**src/rtl/core/cfus_pkg.sv**
```systemverilog
// Shared types and constants for the CAN firmware update sender.
package cfus_pkg;

  typedef struct packed {
    logic [1:0]  req_type;
    logic [15:0] elapsed;
    logic        tx_ok;
    logic        rx_valid;
    logic [28:0] rx_ident;
    logic [63:0] rx_payload;
    logic [47:0] image_chunk;
    logic        image_read_ok;
  } req_t;

  typedef struct packed {
    logic        tx_valid;
    logic [28:0] tx_ident;
    logic [3:0]  tx_length;
    logic [63:0] tx_payload;
    logic [2:0]  status;
    logic [6:0]  percent;
    logic [22:0] next_offset;
    logic        busy_res;
  } rsp_t;

  typedef struct packed {
    logic [7:0]  node_address;
    logic        image_is_aux;
    logic [12:0] image_kbytes;
    logic [28:0] ready_frame_id;
    logic [28:0] start_frame_id;
    logic [28:0] data_frame_id;
    logic [28:0] end_frame_id;
  } cfg_t;

  // Commands from controller to datapath.
  typedef struct packed {
    logic load;      // run one transaction step on the held item
    logic div_start; // begin percent division
  } cmd_t;

  typedef struct packed {
    logic div_busy;
    logic div_needed;
  } sts_t;

  // Packets per image block; the sequence number is the low bits of the
  // packet count, so this stays a power of two.
  localparam int unsigned PACKETS_PER_BLOCK = 128;

  localparam logic [1:0] REQ_START = 2'd0;
  localparam logic [1:0] REQ_TICK  = 2'd1;
  localparam logic [1:0] REQ_STEP  = 2'd2;

  localparam logic [3:0] PH_READY  = 4'd0;
  localparam logic [3:0] PH_WREADY = 4'd1;
  localparam logic [3:0] PH_START  = 4'd2;
  localparam logic [3:0] PH_WSTART = 4'd3;
  localparam logic [3:0] PH_BUILD  = 4'd4;
  localparam logic [3:0] PH_SEND   = 4'd5;
  localparam logic [3:0] PH_WDATA  = 4'd6;
  localparam logic [3:0] PH_END    = 4'd7;
  localparam logic [3:0] PH_WEND   = 4'd8;
  localparam logic [3:0] PH_DONE   = 4'd9;
  localparam logic [3:0] PH_NORSP  = 4'd10;
  localparam logic [3:0] PH_RDERR  = 4'd11;

  localparam logic [2:0] ST_IDLE = 3'd0;
  localparam logic [2:0] ST_RUN  = 3'd1;
  localparam logic [2:0] ST_SENT = 3'd2;
  localparam logic [2:0] ST_OK   = 3'd3;
  localparam logic [2:0] ST_NORSP = 3'd4;
  localparam logic [2:0] ST_RDERR = 3'd5;

  localparam logic [12:0] CTRL_WAIT = 13'd3000;
  localparam logic [12:0] DATA_WAIT = 13'd5000;
  localparam logic [3:0]  CTRL_RETRY_MAX = 4'd10;
  localparam logic [3:0]  DATA_RETRY_MAX = 4'd8;

  localparam logic [2:0] REG_NODE  = 3'd0;
  localparam logic [2:0] REG_AUX   = 3'd1;
  localparam logic [2:0] REG_KB    = 3'd2;
  localparam logic [2:0] REG_READY = 3'd3;
  localparam logic [2:0] REG_START = 3'd4;
  localparam logic [2:0] REG_DATA  = 3'd5;
  localparam logic [2:0] REG_END   = 3'd6;

endpackage

```
**src/rtl/core/cfus_div.sv**
```systemverilog
// Restoring divider for the progress percent: done*100 / (total+1).
module cfus_div (
  input  logic        clk_i,
  input  logic        rst_ni,
  input  logic        start_i,
  input  logic [22:0] done_i,
  input  logic [22:0] total_i,
  output logic        busy_o,
  output logic [6:0]  quot_o
);
  logic [29:0] num_q, num_d;
  logic [23:0] den_q, den_d;
  logic [24:0] rem_q, rem_d;
  logic [29:0] quo_q, quo_d;
  logic [4:0]  cnt_q, cnt_d;
  logic        busy_q, busy_d;
  logic [24:0] trial;

  assign trial = {rem_q[23:0], num_q[29]};

  // Shift in one numerator bit per cycle.
  always_comb begin
    num_d = num_q; den_d = den_q; rem_d = rem_q; quo_d = quo_q;
    cnt_d = cnt_q; busy_d = busy_q;
    if (start_i) begin
      num_d  = 30'({7'd0, done_i} * 30'd100);
      den_d  = {1'b0, total_i} + 24'd1;
      rem_d  = '0;
      quo_d  = '0;
      cnt_d  = 5'd29;
      busy_d = 1'b1;
    end else if (busy_q) begin
      num_d = {num_q[28:0], 1'b0};
      if (trial >= {1'b0, den_q}) begin
        rem_d = trial - {1'b0, den_q};
        quo_d = {quo_q[28:0], 1'b1};
      end else begin
        rem_d = trial;
        quo_d = {quo_q[28:0], 1'b0};
      end
      if (cnt_q == 5'd0) busy_d = 1'b0;
      else cnt_d = cnt_q - 5'd1;
    end
  end

  always_ff @(posedge clk_i or negedge rst_ni) begin
    if (!rst_ni) begin
      busy_q <= 1'b0;
      cnt_q  <= '0;
    end else begin
      busy_q <= busy_d;
      cnt_q  <= cnt_d;
    end
  end

  always_ff @(posedge clk_i) begin
    num_q <= num_d; den_q <= den_d; rem_q <= rem_d; quo_q <= quo_d;
  end

  assign busy_o = busy_q;
  assign quot_o = quo_q[6:0];
endmodule

```
**src/rtl/core/cfus_dp.sv**
```systemverilog
// Datapath: protocol state registers, frame build and echo compare.
module cfus_dp #(
  parameter int unsigned ChunkBytes      = 6
) (
  input  logic          clk_i,
  input  logic          rst_ni,
  input  cfus_pkg::cfg_t cfg_i,
  input  cfus_pkg::req_t req_i,
  input  cfus_pkg::cmd_t cmd_i,
  output cfus_pkg::sts_t sts_o,
  output cfus_pkg::rsp_t rsp_o
);
  import cfus_pkg::*;

  localparam int unsigned SeqW = $clog2(PACKETS_PER_BLOCK);

  logic [3:0]  phase_q, phase_d;
  logic [3:0]  retries_q, retries_d;
  logic [15:0] pkt_q, pkt_d;
  logic [22:0] left_q, left_d;
  logic [22:0] off_q, off_d;
  logic [12:0] cd_q, cd_d;
  logic [28:0] id_q, id_d;
  logic [63:0] pl_q, pl_d;
  logic [2:0]  len_q, len_d;
  logic        act_q, act_d;
  logic [6:0]  prog_q, prog_d;
  logic        dneed_q, dneed_d;
  rsp_t        out_q, out_d;
  logic [22:0] done_q, done_d, tot_q, tot_d;
  logic        fix_q;

  logic [22:0] total;
  logic [12:0] kb;
  logic [2:0]  n;
  logic [63:0] nmask, lmask;
  logic [15:0] seq_hi, seq_lo;
  logic [47:0] chunk;
  logic        dsend;
  logic [22:0] left_new;
  logic [6:0]  div_q;
  logic        div_busy;
  logic [2:0]  st;
  logic        fix_pct;
  rsp_t        out_fix;

  assign kb    = (cfg_i.image_kbytes > 13'd4096) ? 13'd4096 : cfg_i.image_kbytes;
  assign total = {kb, 10'd0};

  function automatic logic [63:0] bmask(input logic [2:0] b);
    logic [63:0] m;
    m = '0;
    for (int i = 0; i < 8; i++) if (i < int'(b)) m[8*i +: 8] = 8'hFF;
    return m;
  endfunction

  function automatic logic [28:0] merge(input logic [28:0] base, input logic [7:0] a);
    return base | {13'd0, a, 8'd0};
  endfunction

  assign n = (left_q > 23'(ChunkBytes)) ? 3'(ChunkBytes) : left_q[2:0];
  assign nmask = bmask(n);
  assign lmask = bmask(len_q);
  assign chunk = req_i.image_chunk & nmask[47:0];
  assign seq_hi = 16'(pkt_q >> SeqW) & 16'h00FF;
  assign seq_lo = 16'(pkt_q[SeqW-1:0]);
  assign left_new = (left_q < {20'd0, len_q}) ? 23'd0 : left_q - {20'd0, len_q};

  // Status from the phase after the step.
  function automatic logic [2:0] stat(input logic [3:0] p, input logic a);
    if (p >= 4'd12) return ST_NORSP;
    if (p == PH_RDERR) return ST_RDERR;
    if (p == PH_NORSP) return ST_NORSP;
    if (p == PH_DONE || p == PH_WEND) return ST_OK;
    if (!a) return ST_IDLE;
    if (p == PH_END) return ST_SENT;
    return ST_RUN;
  endfunction

  // Evaluate one transaction.
  always_comb begin
    phase_d = phase_q; retries_d = retries_q; pkt_d = pkt_q; left_d = left_q;
    off_d = off_q; cd_d = cd_q; id_d = id_q; pl_d = pl_q; len_d = len_q;
    act_d = act_q; prog_d = prog_q; dneed_d = 1'b0; out_d = out_q;
    done_d = done_q; tot_d = tot_q;
    dsend = 1'b0;
    if (cmd_i.load) begin
      out_d.tx_valid = 1'b0; out_d.tx_ident = '0; out_d.tx_length = '0;
      out_d.tx_payload = '0;
      unique case (req_i.req_type)
        REQ_START: begin
          phase_d = PH_READY; off_d = '0; left_d = total; retries_d = '0;
          act_d = 1'b1;
        end
        REQ_TICK: cd_d = ({3'd0, cd_q} > req_i.elapsed) ?
                         13'({3'd0, cd_q} - req_i.elapsed) : 13'd0;
        REQ_STEP: begin
          if (act_q) begin
            unique case (phase_q)
              PH_READY, PH_START, PH_END: begin
                if (retries_q > CTRL_RETRY_MAX) begin
                  retries_d = '0; phase_d = PH_NORSP;
                end else begin
                  prog_d = '0; pkt_d = '0;
                  if (phase_q == PH_READY) begin
                    id_d = merge(cfg_i.ready_frame_id, cfg_i.node_address);
                    pl_d = {63'd0, cfg_i.image_is_aux};
                  end else if (phase_q == PH_START) begin
                    id_d = merge(cfg_i.start_frame_id, cfg_i.node_address);
                    pl_d = {63'd0, cfg_i.image_is_aux};
                  end else begin
                    id_d = merge(cfg_i.end_frame_id, cfg_i.node_address);
                    pl_d = 64'd1;
                  end
                  out_d.tx_valid = 1'b1; out_d.tx_ident = id_d;
                  out_d.tx_length = 4'd8; out_d.tx_payload = pl_d;
                  if (req_i.tx_ok) begin
                    phase_d = phase_q + 4'd1; cd_d = CTRL_WAIT;
                  end
                  retries_d = retries_q + 4'd1;
                end
              end
              PH_WREADY, PH_WSTART, PH_WEND: begin
                if (req_i.rx_valid && req_i.rx_ident == id_q && req_i.rx_payload == pl_q) begin
                  phase_d = phase_q + 4'd1; retries_d = '0;
                end else if (cd_q == '0) phase_d = phase_q - 4'd1;
              end
              PH_BUILD: begin
                if (left_q == '0) begin
                  retries_d = '0; phase_d = PH_END;
                end else if (pkt_q[SeqW-1:0] == '0 && !req_i.image_read_ok) begin
                  phase_d = PH_RDERR;
                end else begin
                  len_d = n;
                  id_d  = merge(cfg_i.data_frame_id, cfg_i.node_address);
                  pl_d  = {chunk, seq_lo[7:0], seq_hi[7:0]};
                  retries_d = '0;
                  dsend = 1'b1;
                end
              end
              PH_SEND: dsend = 1'b1;
              PH_WDATA: begin
                if (req_i.rx_valid && req_i.rx_ident == id_q &&
                    ((req_i.rx_payload ^ pl_q) & lmask) == '0) begin
                  pkt_d = pkt_q + 16'd1;
                  off_d = off_q + {20'd0, len_q};
                  left_d = left_new;
                  done_d = (total > left_new) ? total - left_new : 23'd0;
                  tot_d = total;
                  dneed_d = 1'b1;
                  phase_d = PH_BUILD;
                end else if (cd_q == '0) phase_d = PH_SEND;
              end
              default: act_d = 1'b0;
            endcase
            // Data frame send shared by build and resend.
            if (dsend) begin
              if (retries_d > DATA_RETRY_MAX) begin
                retries_d = '0; phase_d = PH_NORSP;
              end else begin
                out_d.tx_valid = 1'b1; out_d.tx_ident = id_d;
                out_d.tx_length = {1'b0, len_d} + 4'd2; out_d.tx_payload = pl_d;
                phase_d = PH_SEND;
                if (req_i.tx_ok) begin
                  cd_d = DATA_WAIT; phase_d = PH_WDATA;
                end
                retries_d = retries_d + 4'd1;
              end
            end
          end
        end
        default: ;
      endcase
      st = stat(phase_d, act_d);
      out_d.status = st;
      out_d.percent = (st == ST_SENT || st == ST_OK) ? 7'd100 : prog_d;
      out_d.next_offset = off_d;
      out_d.busy_res = act_d;
    end else begin
      st = '0;
    end
    if (dneed_q && !div_busy && !cmd_i.div_start) prog_d = div_q;
  end

  // Fix percent into the held result once the division finishes.
  assign fix_pct = dneed_q && !fix_q && !div_busy && !cmd_i.div_start && !cmd_i.load;

  always_comb begin
    out_fix = out_q;
    out_fix.percent = (out_q.status == ST_SENT || out_q.status == ST_OK) ?
                      7'd100 : div_q;
  end

  always_ff @(posedge clk_i or negedge rst_ni) begin
    if (!rst_ni) begin
      phase_q <= '0; retries_q <= '0; pkt_q <= '0; left_q <= '0; off_q <= '0;
      cd_q <= '0; id_q <= '0; pl_q <= '0; len_q <= '0; act_q <= 1'b0;
      prog_q <= '0; dneed_q <= 1'b0; fix_q <= 1'b0;
    end else begin
      phase_q <= phase_d; retries_q <= retries_d; pkt_q <= pkt_d; left_q <= left_d;
      off_q <= off_d; cd_q <= cd_d; id_q <= id_d; pl_q <= pl_d; len_q <= len_d;
      act_q <= act_d;
      if (cmd_i.load) dneed_q <= dneed_d;
      fix_q <= cmd_i.div_start;
      if (fix_pct) prog_q <= div_q;
      else prog_q <= prog_d;
    end
  end

  always_ff @(posedge clk_i) begin
    done_q <= done_d; tot_q <= tot_d;
    out_q <= fix_pct ? out_fix : out_d;
  end

  cfus_div u_div (
    .clk_i   (clk_i),
    .rst_ni  (rst_ni),
    .start_i (cmd_i.div_start),
    .done_i  (done_q),
    .total_i (tot_q),
    .busy_o  (div_busy),
    .quot_o  (div_q)
  );

  assign sts_o.div_busy   = div_busy | fix_q;
  assign sts_o.div_needed = dneed_q;
  assign rsp_o = out_q;
endmodule

```
**src/rtl/core/cfus_ctrl.sv**
```systemverilog
// Controller: input and output handshake sequencing.
module cfus_ctrl (
  input  logic           clk_i,
  input  logic           rst_ni,
  input  logic           in_valid_i,
  output logic           in_ready_o,
  output logic           out_valid_o,
  input  logic           out_ready_i,
  input  cfus_pkg::sts_t sts_i,
  output cfus_pkg::cmd_t cmd_o
);
  import cfus_pkg::*;

  typedef enum logic [2:0] {S_IDLE, S_KICK, S_DIV, S_FIX, S_OUT} state_e;
  state_e state_q;

  assign in_ready_o    = (state_q == S_IDLE);
  assign out_valid_o   = (state_q == S_OUT);
  assign cmd_o.load    = in_valid_i && (state_q == S_IDLE);
  assign cmd_o.div_start = (state_q == S_KICK) && sts_i.div_needed;

  // Step through load, optional division, then hold result.
  always_ff @(posedge clk_i or negedge rst_ni) begin
    if (!rst_ni) begin
      state_q <= S_IDLE;
    end else begin
      unique case (state_q)
        S_IDLE: if (in_valid_i) state_q <= S_KICK;
        S_KICK: state_q <= sts_i.div_needed ? S_DIV : S_OUT;
        S_DIV:  if (!sts_i.div_busy) state_q <= S_FIX;
        S_FIX:  state_q <= S_OUT;
        S_OUT:  if (out_ready_i) state_q <= S_IDLE;
        default: state_q <= S_IDLE;
      endcase
    end
  end
endmodule

```
**src/rtl/core/can_firmware_update_sender_core.sv**
```systemverilog
// Top level of the CAN firmware update sender.
//  channel | direction | handshake                | payload
//  in      | input     | in_valid_i / in_ready_o  | in_data_i  (req_t)
//  out     | output    | out_valid_o / out_ready_i| out_data_o (rsp_t)
//  cfg     | input     | APB psel/penable/pwrite  | paddr, pwdata, prdata
// One item at a time; items that acknowledge a data packet also run the
// percent divider (one quotient bit per cycle, 30 bits). Reset clears all
// protocol state and config to defaults.
// A stalled output holds the result and blocks the next input.
module can_firmware_update_sender_core #(
  parameter int unsigned ChunkBytes      = 6
) (
  input  logic             clk_i,
  input  logic             rst_ni,
  input  logic             in_valid_i,
  output logic             in_ready_o,
  input  cfus_pkg::req_t   in_data_i,
  output logic             out_valid_o,
  input  logic             out_ready_i,
  output cfus_pkg::rsp_t   out_data_o,
  input  logic             psel,
  input  logic             penable,
  input  logic             pwrite,
  input  logic [4:0]       paddr,
  input  logic [31:0]      pwdata,
  output logic [31:0]      prdata,
  output logic             pready
);
  import cfus_pkg::*;

  localparam cfg_t CfgReset = '{node_address: 8'd1, default: '0};

  cfg_t cfg_q;
  cmd_t cmd;
  sts_t sts;
  logic [2:0] ridx;

  assign pready = 1'b1;
  assign ridx   = paddr[4:2];

  // Register writes.
  always_ff @(posedge clk_i or negedge rst_ni) begin
    if (!rst_ni) begin
      cfg_q <= CfgReset;
    end else if (psel && penable && pwrite) begin
      unique case (ridx)
        REG_NODE:  cfg_q.node_address   <= pwdata[7:0];
        REG_AUX:   cfg_q.image_is_aux   <= pwdata[0];
        REG_KB:    cfg_q.image_kbytes   <= pwdata[12:0];
        REG_READY: cfg_q.ready_frame_id <= pwdata[28:0];
        REG_START: cfg_q.start_frame_id <= pwdata[28:0];
        REG_DATA:  cfg_q.data_frame_id  <= pwdata[28:0];
        REG_END:   cfg_q.end_frame_id   <= pwdata[28:0];
        default: ;
      endcase
    end
  end

  // Register reads.
  always_comb begin
    unique case (ridx)
      REG_NODE:  prdata = {24'd0, cfg_q.node_address};
      REG_AUX:   prdata = {31'd0, cfg_q.image_is_aux};
      REG_KB:    prdata = {19'd0, cfg_q.image_kbytes};
      REG_READY: prdata = {3'd0, cfg_q.ready_frame_id};
      REG_START: prdata = {3'd0, cfg_q.start_frame_id};
      REG_DATA:  prdata = {3'd0, cfg_q.data_frame_id};
      REG_END:   prdata = {3'd0, cfg_q.end_frame_id};
      default:   prdata = '0;
    endcase
  end

  cfus_ctrl u_ctrl (
    .clk_i       (clk_i),
    .rst_ni      (rst_ni),
    .in_valid_i  (in_valid_i),
    .in_ready_o  (in_ready_o),
    .out_valid_o (out_valid_o),
    .out_ready_i (out_ready_i),
    .sts_i       (sts),
    .cmd_o       (cmd)
  );

  cfus_dp #(
    .ChunkBytes      (ChunkBytes)
  ) u_dp (
    .clk_i  (clk_i),
    .rst_ni (rst_ni),
    .cfg_i  (cfg_q),
    .req_i  (in_data_i),
    .cmd_i  (cmd),
    .sts_o  (sts),
    .rsp_o  (out_data_o)
  );
endmodule

```
**config.mk**
```make
export PLATFORM = sky130hd
export DESIGN_NAME = can_firmware_update_sender_core
export DESIGN_NICKNAME = d
export VERILOG_FILES = /design/src/rtl/core/cfus_pkg.sv /design/src/rtl/core/cfus_div.sv /design/src/rtl/core/cfus_dp.sv /design/src/rtl/core/cfus_ctrl.sv /design/src/rtl/core/can_firmware_update_sender_core.sv
export SDC_FILE = /design/constraint.sdc
export NUM_CORES = 1
export LEC_CHECK = 0
export BUFFER_PORTS_ARGS = -buffer_cell sky130_fd_sc_hd__clkbuf_2
export CORE_MARGIN = 5
export CORE_UTILIZATION = 60
export DETAILED_ROUTE_END_ITERATION = 10
export GPL_TIMING_DRIVEN = 0
export PLACE_DENSITY_LB_ADDON = 0.12
export SLEW_MARGIN = 20
export SYNTH_ARGS = -nofsm -noshare
export SYNTH_HDL_FRONTEND = slang
export SYNTH_HIERARCHICAL = 1
export SYNTH_SLANG_ARGS = --single-unit
```
**constraint.sdc**
```tcl
create_clock -name clk_i -period 5.97 [get_ports clk_i]
set_clock_uncertainty 0.2 [all_clocks]
set_input_delay 0 -clock clk_i [delete_from_list [all_inputs] [get_ports clk_i]]
set_output_delay 0 -clock clk_i [all_outputs]
set_load 0.02 [all_outputs]
```
Word level (Yosys, flattened, before mapping)
Index checks and enable logic that the tools add are counted.

word-level totals
  register bits after elaboration = 587
  input bits = 206
  word-level logic and storage cells = 349

cells by class
  add/subtract/negate cells = 13
  multipliers = 1
  $lt $le $gt $ge = 22
  equal/unequal tests = 40
  multiplexer cells = 171
  bitwise logic cells = 9
  reduce and logical (&&, ||, !) cells = 56

operators with widths
  operator                                         number
  98-bit two-way mux                               6
  132-bit two-way mux                              2
  64-bit two-way mux                               4
  29-bit case mux with 7 select lines              1
  23-bit two-way mux                               7
  29-bit two-way mux                               5
  64-bit case mux with 2 select lines              1
  13-bit two-way mux                               9
  29-bit by 16-bit OR with 29-bit output           4
  8-bit two-way mux                                13
  23-bit case mux with 2 select lines              2
  4-bit two-way mux                                22
  3-bit two-way mux                                27
  64-bit by 56-bit bitwise AND with 64-bit output  1
  64-bit equality test                             1
  64-bit zero test                                 1
  64-bit bitwise XOR                               1
  7-bit two-way mux                                9
  30-bit two-way mux                               2
  29-bit case mux with 2 select lines              1
  48-bit bitwise AND                               1
  1-bit two-way mux                                44
  16-bit two-way mux                               2
  16-bit case mux with 2 select lines              1
  64 further kinds                                 145

Logic depth before layout (Yosys ltp)
Gate-level depths: netlist of run 1.

  depth after elaboration = 49
  depth in mapped cells = 22
  mapped depth without buffers = 20

By module
Netlist of run 1, hierarchy kept.

modules (own cells, without submodules)
  module                           times used  cells an instance  area each (µm²)  sequential area each (µm²)
  cfus_dp                          1           2159               20412.1          9749.4
  cfus_div                         1           803                7475.9           2332.2
  can_firmware_update_sender_core  1           461                6417.4           3454.6
  cfus_ctrl                        1           17                 167.7            75.1

Worst setup path before layout of run 1
Ideal clock, no wire load.

  path kind = register -> register
  from = register u_ctrl.state_q[1]
  to = register u_dp.out_q, in the netlist u_dp/rsp_o[0] (enable)
  setup time = 0.529 ns
  arrival = 4.791 ns
  slack = 0.450 ns
  cell stages (with the launch flop) = 5
  path buffers = 2
  period minus slack after synthesis = 5.520 ns
  cells stage by stage = dfrtp_1 nor3_1 and2_1 clkbuf_1 clkbuf_1

RTL lines
  what                    line             source
  start, declared         cfus_ctrl.sv:15  state_e state_q;
  start signal, assigned  cfus_ctrl.sv:29  S_KICK: state_q <= sts_i.div_needed ? S_DIV : S_OUT;
  end signal, assigned    cfus_dp.sv:212   out_q <= fix_pct ? out_fix : out_d;
  end, declared           cfus_dp.sv:29    rsp_t out_q, out_d;

Worst setup path in the final report of run 1
  from = register u_dp.phase_q[1]
  to = register u_dp.out_q, in the netlist u_dp/rsp_o[114] (data pin)

on the way
  longest elaborated chain between the ends = 13
  elaborated cells on any way between the ends = 31
  those cells by class = order compare (1); eq/ne (7); mux (20); reduce/logical (3)

ends and longest elaborated chain
  what                                                                          line            source
  start, declared                                                               cfus_dp.sv:17   logic [3:0] phase_q, phase_d;
  start signal, assigned                                                        cfus_dp.sv:200  phase_q <= phase_d; retries_q <= retries_d; pkt_q <= pkt_d; left_q <= left_d;
  4-bit by 1-bit equality test with 1-bit output, or another cell as far along  cfus_dp.sv:99   unique case (phase_q)
  3-bit OR reduction                                                            cfus_dp.sv:99
  4-bit case mux with 3 select lines                                            cfus_dp.sv:99
  4-bit two-way mux                                                             cfus_dp.sv:98   if (act_q) begin
  4-bit two-way mux                                                             cfus_dp.sv:90   unique case (req_i.req_type)
  4-bit two-way mux                                                             cfus_dp.sv:87   if (cmd_i.load) begin
  4-bit > comparator                                                            cfus_dp.sv:158  if (retries_d > DATA_RETRY_MAX) begin
  98-bit two-way mux                                                            cfus_dp.sv:158
  98-bit two-way mux (*)                                                        cfus_dp.sv:157  if (dsend) begin
  98-bit two-way mux (*)                                                        cfus_dp.sv:98
  98-bit two-way mux (*)                                                        cfus_dp.sv:90
  132-bit two-way mux (*)                                                       cfus_dp.sv:87
  132-bit two-way mux (*)                                                       cfus_dp.sv:212

Mark *: on every way between the ends. The rest lies on a longest branch, timed or not. The select of a mux whose other input is x is not followed.
A chain may end at the register's enable or synchronous reset.

==> results.yml, run 1 <==
run_status:
  outcome: "completed"
hold_path:
  hp-start: "in_data_i[41]"
  hold_end: "u_dp/pl_q[56]$_DFFE_PN0P_"
  hold_depth: 3
  hold_class: "input pin to flop"
worst_setup_path:
  crit_cells: 16
  worst_r2r_path_depth: 16
  cp.arrival_ns: 5.79
  worst-r2r-setup-slack_ns: 0.29
  critPathTopFamily: "buffers and inverters"
  crit_path_max_incr_delay_ns: 0.78
  critPathSlowestCell: "clkbuf_1"
  rr_startpoint: "u_dp/phase_q[1]$_DFFE_PN0P_"
  crit_type: "flop to flop"
  path_buf_inv: 7
  cp-end-kind: "flop"
  r2r_end: "u_dp/rsp_o[114]$_SDFFCE_PN0P_"
  crit_start: "u_dp/phase_q[1]$_DFFE_PN0P_"
  path_max_fanout: 10
  cp_data_required_time_ns: 6.08
  start_kind: "flop"
  path_cells: "buf_2 > inv_1 > ha_1 > clkbuf_1 > inv_1 > a211oi_2 > inv_1 > o21bai_1 > a21oi_1 > ha_1 > nand2_1 > a211oi_4 > o21ai_0 > clkbuf_1 > clkbuf_1 > o22ai_1"
yosys:
  synth_area_per_cell_um2: 10.0
  netlist_area_mm2: 0.0345
  synth-edff-count: 220
  yosysTopAreaCell: "dfrtp_1"
  synth.distinct_cells: 104
  yosysTopAreaCellShare_pct: 24.2
  synth_cells: 3440
  synthTopCellsByArea: "dfrtp_1, edfxtp_1, mux2_2"
  synth_seq_cells: 586
  synth_warnings: 6
  synth_async_sr_flop_share_pct: 57.2
  synth_top_flop_cell: "dfrtp_1"
  seq_area_frac_synth_pct: 45.3
power_and_ir_drop:
  power.density_mw_per_mm2: 450
  p_total_mw: 18.7
  p_comb_share_pct: 45.8
  clock_power_share_pct: 22.9
  leakagePower_nw: 18.2
  p_int_mw: 10.7
  power_frac_seq_pct: 31.3
  p_sw_share_pct: 43.1
  max-vdd-ir-drop_mv: 0.323
  p_switching_mw: 8.07
timing:
  final-setup-viol-count: 0
  finalHoldViolCount: 0
  worst_pin_slew_ns: 1.24
  min_period_ns: 5.68
  relSlewSlack_pct: 17.4
  fin_tns_setup_ns: 0
  finalCritPeriodShare_pct: 95.1
  report.final.slew_viol_count: 0
  fmax_ghz: 0.176
  rsz0062_at_grt: "no"
drt:
  post_drt_via_cell_ratio: 6.22
  wl_mm: 110
  dr_total_vias: 30500
  ant_nets: 0
  remaining_drc_errors: 0
  dr.first_iter.drc_count: 2937
  wire_per_inst_um: 22.4
  drt-pass1-iter-count: 6
clock_network:
  cts_root_buffer: "clkbuf_16"
  clkTransAtPathRegs_ns: 0.06
  clk_latency_ns: 0.62
  clk_path_buf_depth: 3
  numClockSinks: 586
  htree_levels: 3
  cts_tree: "built"
  numCtsBuffers: 66
final_layout:
  synthToLayoutAreaGrowth_pct: 20.7
  drive_gt1_share_pct: 18.2
  fin_area_mm2: 0.0416
  fillers: 4132
  layout.nets: 4456
global_route:
  grtUsageTotal_pct: 33.7
  grt_max_degree: 85
  gr-usage-met1_pct: 43.7
  first_global_vias: 30100
  grt-busiest-layer: "met2"
  grt_pass1_wl_mm: 168
  grtUsageMet3_pct: 6.31
  antenna_found_initial: 9
  grt_util_met2_pct: 54.7
  grt_overflow: 0
floorplanning:
  dieArea_mm2: 0.0623
  die_h_um: 250
  pin_count: 373
  fp-row-count: 87
  core_region_area_mm2: 0.0566
  die_w_um: 250
  start_util_pct: 60.9
job:
  cap_violations: 0
placement:
  dp_hpwl_mm: 77.7
  port_buffers: 361
  placed_cell_area_mm2: 0.0376
  place_congestion: 0.944
## worst max-delay path by stage
stage	end	slack, ns
after floorplan	u_dp/rsp_o[0]$_DFFE_PP_	0.45
after global placement	u_dp/off_q[14]$_DFFE_PN0P_	-2.98
after detailed placement	u_dp/done_q[19]$_SDFFCE_PP0P_	-0.34
after CTS	u_dp/done_q[12]$_SDFFCE_PP0P_	0.05
after global routing	u_dp/done_q[14]$_SDFFCE_PP0P_	0.07
final	u_dp/rsp_o[114]$_SDFFCE_PN0P_	0.29
## tightest hold or removal path, stage by stage
cell and delay [ns]:
dlygate4sd3_1 0.54, clkbuf_2 0.12, a22o_1 0.11
## sequential cells by signal, summed over array words and instances (netlist names), 24 cells and up
| signal | cells |
|---|---|
| u_dp/u_div/den_q | 24 |
| cfg_q | 138 |
| u_dp/u_div/num_q | 28 |
| u_dp/id_q | 29 |
| u_dp/u_div/rem_q | 24 |
| u_dp/rsp_o | 132 |
| u_dp/pl_q | 64 |
## cell families (layout without fill, tap and decap cells)
| logic type | count (synthesis) | count (layout) | share of synthesized area, % |
|---|---|---|---|
| fa+ha+maj | 167 | 167 | 6.54 |
| simple gates | 1045 | 1045 | 14.2 |
| xor+xnor | 229 | 229 | 5.82 |
| flops | 586 | 586 | 45.3 |
| compound gates | 820 | 820 | 16.3 |
| mux | 226 | 226 | 7.37 |
| buf+inv | 364 | 1025 | 4.44 |
| other cells | 3 | 47 | 0.0327 |
## placed cells by master, fill, tap and decap left out, types with 15 or more instances in the layout
cell type      instances
xnor2_1              124
a21o_1                35
nand3_1               51
o22ai_1               15
or3_1                 21
a311oi_1              31
inv_1                182
and2_1                19
a22o_1               101
a22oi_1               63
mux2i_1               48
clkbuf_2             363
edfxtp_1             220
a21oi_1              173
dlygate4sd3_1        169
nor4_1                28
nand4_1               36
dfrtp_1              334
clkbuf_1             140
clkbuf_16             67
conb_1                38
nor2b_1               35
dfxtp_1               31
a211oi_1              26
xor2_1               105
fa_1                  22
nand2_1              324
o21a_1                20
nor2_1               339
nor3_1                54
o31ai_1               28
o221ai_1              16
a31oi_1               37
buf_4                 16
and3_1                26
ha_1                 145
buf_2                 18
mux2_2               166
nand2b_1              43
o21ai_0              160
## final cells by class
class | instances | area [µm²] | area share [%]
Multi-Input combinational cell | 2525 | 17500 | 42.1
Timing Repair Buffer | 540 | 3730 | 8.96
Antenna cell | 9 | 22.5 | 0.0541
Sequential cell | 586 | 15600 | 37.5
Buffer | 182 | 853 | 2.05
Clock buffer | 91 | 1840 | 4.41
Clock inverter | 30 | 414 | 0.995
Inverter | 182 | 683 | 1.64
Tap cell | 756 | 946 | 2.27
## stage by stage
stage | worst slack [ns] | instances | hold slack [ns] | util, %
floorplan | 0.450 | 3475 | -0.496 | -
global placement | -2.98 | 4592 | 0.0332 | 66.0
detailed placement | -0.338 | 4601 | -0.216 | 66.4
CTS | 0.0490 | 4892 | 0.000496 | 73.4
global route | 0.0708 | 4901 | 0.0141 | 73.5
finish | 0.291 | 4901 | 0.00970 | 73.5
## synthesized netlist by cell type, types with 15 or more instances
| master | count |
|---|---|
| mux2i_1 | 48 |
| nor4_1 | 31 |
| nor2b_1 | 35 |
| nand3_1 | 51 |
| nor3_1 | 55 |
| o21ai_0 | 160 |
| a22o_1 | 101 |
| o221ai_1 | 16 |
| o21a_1 | 20 |
| ha_1 | 145 |
| or3_1 | 21 |
| xor2_1 | 105 |
| a22oi_1 | 63 |
| edfxtp_1 | 220 |
| a21oi_1 | 174 |
| xnor2_1 | 124 |
| nand4_1 | 36 |
| and3_1 | 26 |
| o31ai_1 | 28 |
| nand2_1 | 324 |
| and2_1 | 19 |
| clkbuf_1 | 126 |
| a211oi_1 | 28 |
| dfxtp_1 | 31 |
| nand2b_1 | 43 |
| fa_1 | 22 |
| inv_1 | 182 |
| a311oi_1 | 31 |
| mux2_2 | 166 |
| o22ai_1 | 15 |
| buf_2 | 18 |
| a31oi_1 | 38 |
| nor2_1 | 340 |
| dfrtp_1 | 334 |
| a21o_1 | 35 |
## power by group through the flow
stage	combinational (mW)	clock (mW)	sequential (mW)
after global routing	9.15	4.49	5.94
final	8.58	4.28	5.87
after detailed placement	8.05	0	5.88
after global placement	7.90	0	5.91
after CTS	8.24	4.31	5.82
after floorplan	5.41	0	5.95
## per-layer routing
layer	routed length (µm)	part of all wire [%]	up-vias
met5	0	0	-
met1	42400	39	14600
met3	10000	9.1	403
met2	51200	47	1744
met4	6140	5.6	0
li1	-	-	13700
## repair_timing
action | CTS | global route
resized for setup | 2 | 5
setup endpoints to repair | 20 | 32
buffers inserted | 0 | 0
cloned | 0 | 0
hold buffers | 170 | 0
hold endpoints to repair | 520 | 0
Power figures use the tool's default switching activity.
==> run 2, diff against run 1 <==
--- a/config.mk
+++ b/config.mk
@@ -11,6 +11,7 @@
 export DETAILED_ROUTE_END_ITERATION = 10
 export GPL_TIMING_DRIVEN = 0
 export PLACE_DENSITY_LB_ADDON = 0.12
+export REMOVE_ABC_BUFFERS = 1
 export SLEW_MARGIN = 20
 export SYNTH_ARGS = -nofsm -noshare
 export SYNTH_HDL_FRONTEND = slang
==> results.yml, run 2 (synthesized netlist as in run 1, its figures left out) <==
drt:
  remaining_drc_errors: 0
  drt-pass1-iter-count: 6
  dr.first_iter.drc_count: 2610
  wire_per_inst_um: 21.6
  ant_nets: 0
  wl_mm: 103
  post_drt_via_cell_ratio: 6.20
  dr_total_vias: 29500
clock_network:
  cts_root_buffer: "clkbuf_16"
  cts_tree: "built"
  clk_latency_ns: 0.62
  numClockSinks: 586
  clkTransAtPathRegs_ns: 0.06
  clk_path_buf_depth: 3
  cts_setup_buffers: 0
  numCtsBuffers: 67
  htree_levels: 3
final_layout:
  top_register: "cfg_q"
  largest_register_ffs: 138
  mostFrequentLayoutCells: "clkbuf_2, dfrtp_1, nor2_1"
  instances_no_fill: 4753
  regArea_mm2: 0.0156
  synthToLayoutAreaGrowth_pct: 20.6
  layout_commonest_cell: "clkbuf_2"
  drive_gt1_share_pct: 19.4
  layout.nets: 4311
  multi_input_area_mm2: 0.0177
  fillers: 3982
  fin_area_mm2: 0.0416
floorplanning:
  core_region_area_mm2: 0.0566
  die_h_um: 250
  dieArea_mm2: 0.0623
  fp-row-count: 87
  start_util_pct: 60.9
  die_w_um: 250
  pin_count: 373
timing:
  min_period_ns: 5.59
  fin_tns_setup_ns: 0
  rsz0062_at_grt: "no"
  worst_pin_slew_ns: 1.17
  report.final.slew_viol_count: 0
  relSlewSlack_pct: 22.3
  finalHoldViolCount: 0
  finalCritPeriodShare_pct: 93.6
  fmax_ghz: 0.179
  final-setup-viol-count: 0
global_route:
  grt_pass1_wl_mm: 162
  grt_overflow: 0
  grt_max_degree: 80
  first_global_vias: 29800
  antenna_found_initial: 9
  grtUsageTotal_pct: 31.7
power_and_ir_drop:
  p_switching_mw: 7.84
  power_frac_seq_pct: 31.3
  clock_power_share_pct: 23.1
  p_total_mw: 18.8
  max-vdd-ir-drop_mv: 0.411
  p_sw_share_pct: 41.7
  leakagePower_nw: 18.1
  p_comb_share_pct: 45.6
  p_int_mw: 11.0
  power.density_mw_per_mm2: 453
placement:
  dp_hpwl_mm: 70.1
  dp.cells: 4459
  placed_cell_area_mm2: 0.0375
  port_buffers: 363
  place_congestion: 0.933
worst_setup_path:
  path_cells: "inv_1 > ha_1 > inv_1 > a211oi_1 > inv_1 > o21bai_1 > a21oi_1 > ha_1 > nand2_1 > a211oi_4 > o31ai_2 > a21o_1 > nand2_1 > o31ai_1 > dlygate4sd3_1"
  start_kind: "flop"
  critPathMostFrequentCell: "inv_1"
  cp_data_required_time_ns: 6.29
  path_max_fanout: 14
  crit_type: "flop to flop"
  critPathSlowestCell: "a211oi_1"
  cp.arrival_ns: 5.91
  cp-end-kind: "flop"
  crit_path_max_incr_delay_ns: 0.90
run_status:
  outcome: "completed"
hold_path:
  hold_class: "input pin to flop"
job:
  cap_violations: 0
-- run 2: timing repair --
action	4_1_cts	5_1_grt
hold buffers	164	0
endpoints found under the setup margin	0	28
hold endpoints to repair	656	0
resized for setup	0	5
-- run 2: final timing paths --
| check | cells after the start | start | slack (ns) | to |
|---|---|---|---|---|
| hold / removal | 6 | in_data_i[157] | 0.02 | u_dp/cd_q[7]$_DFFE_PN0P_ |
| setup / recovery | 15 | u_dp/phase_q[0]$_DFFE_PN0P_ | 0.38 | u_dp/cd_q[0]$_DFFE_PN0P_ |
| hold reg to reg | 2 | u_dp/u_div/rem_q[13]$_SDFFE_PP0P_ | 0.30 | u_dp/u_div/rem_q[14]$_SDFFE_PP0P_ |
| max in group asynchronous | 5 | rst_ni | 4.31 | u_dp/u_div/busy_o$_DFF_PN0_ |
| min in group asynchronous | 4 | rst_ni | 0.34 | cfg_q[80]$_DFFE_PN0P_ |
| setup reg to reg | 15 | u_dp/phase_q[0]$_DFFE_PN0P_ | 0.38 | u_dp/cd_q[0]$_DFFE_PN0P_ |
-- run 2: through the flow --
stage / worst slack [ns] / util [%] / hold slack (ns)
after floorplan: -3.18 / - / -0.496
after global placement: -9.50 / 64.5 / 0.0354
after detailed placement: 0.0853 / 66.3 / -0.258
after CTS: 0.0603 / 73.3 / 0.00114
after global routing: 0.102 / 73.4 / 0.00300
final: 0.383 / 73.4 / 0.0191
-- run 2: layout make-up --
class,instances,share of cell area [%]
Clock inverter,30,0.987
Multi-Input combinational cell,2526,42.5
Clock buffer,92,4.58
Sequential cell,586,37.6
Inverter,182,1.64
Antenna cell,6,0.0361
Timing Repair Buffer,575,10.5
Tap cell,756,2.28
-- run 2: power by group through the flow --
stage / registers, mW / logic [mW] / clock network, mW
6_report: 5.90 / 8.58 / 4.34
5_1_grt: 5.98 / 9.27 / 4.56
4_1_cts: 5.86 / 8.29 / 4.38
3_5_place_dp: 5.91 / 8.12 / 0
3_3_place_gp: 5.83 / 6.84 / 0
2_1_floorplan: 5.98 / 5.14 / 0
-- run 2: critical path: cells and delay by family, from the launching register on --
kind | cells | cell delay (ns)
AND/OR/NAND/NOR | 2 | 0.21
adder cells (fa/ha/maj) | 2 | 0.83
flip-flops | 1 | 0.50
buffers and inverters | 4 | 1.17
AO/OA/AOI/OAI | 7 | 2.60
-- run 2: routing by layer --
metal | GRT usage [%] | part of all wire (%) | vias to the layer above
met3 | 7.34 | 8.7 | 332
li1 | - | - | 13400
met2 | 52.7 | 48 | 1425
met1 | 40.5 | 39 | 14300
met4 | 12.7 | 4.6 | 6
met5 | 0 | 0.041 | -
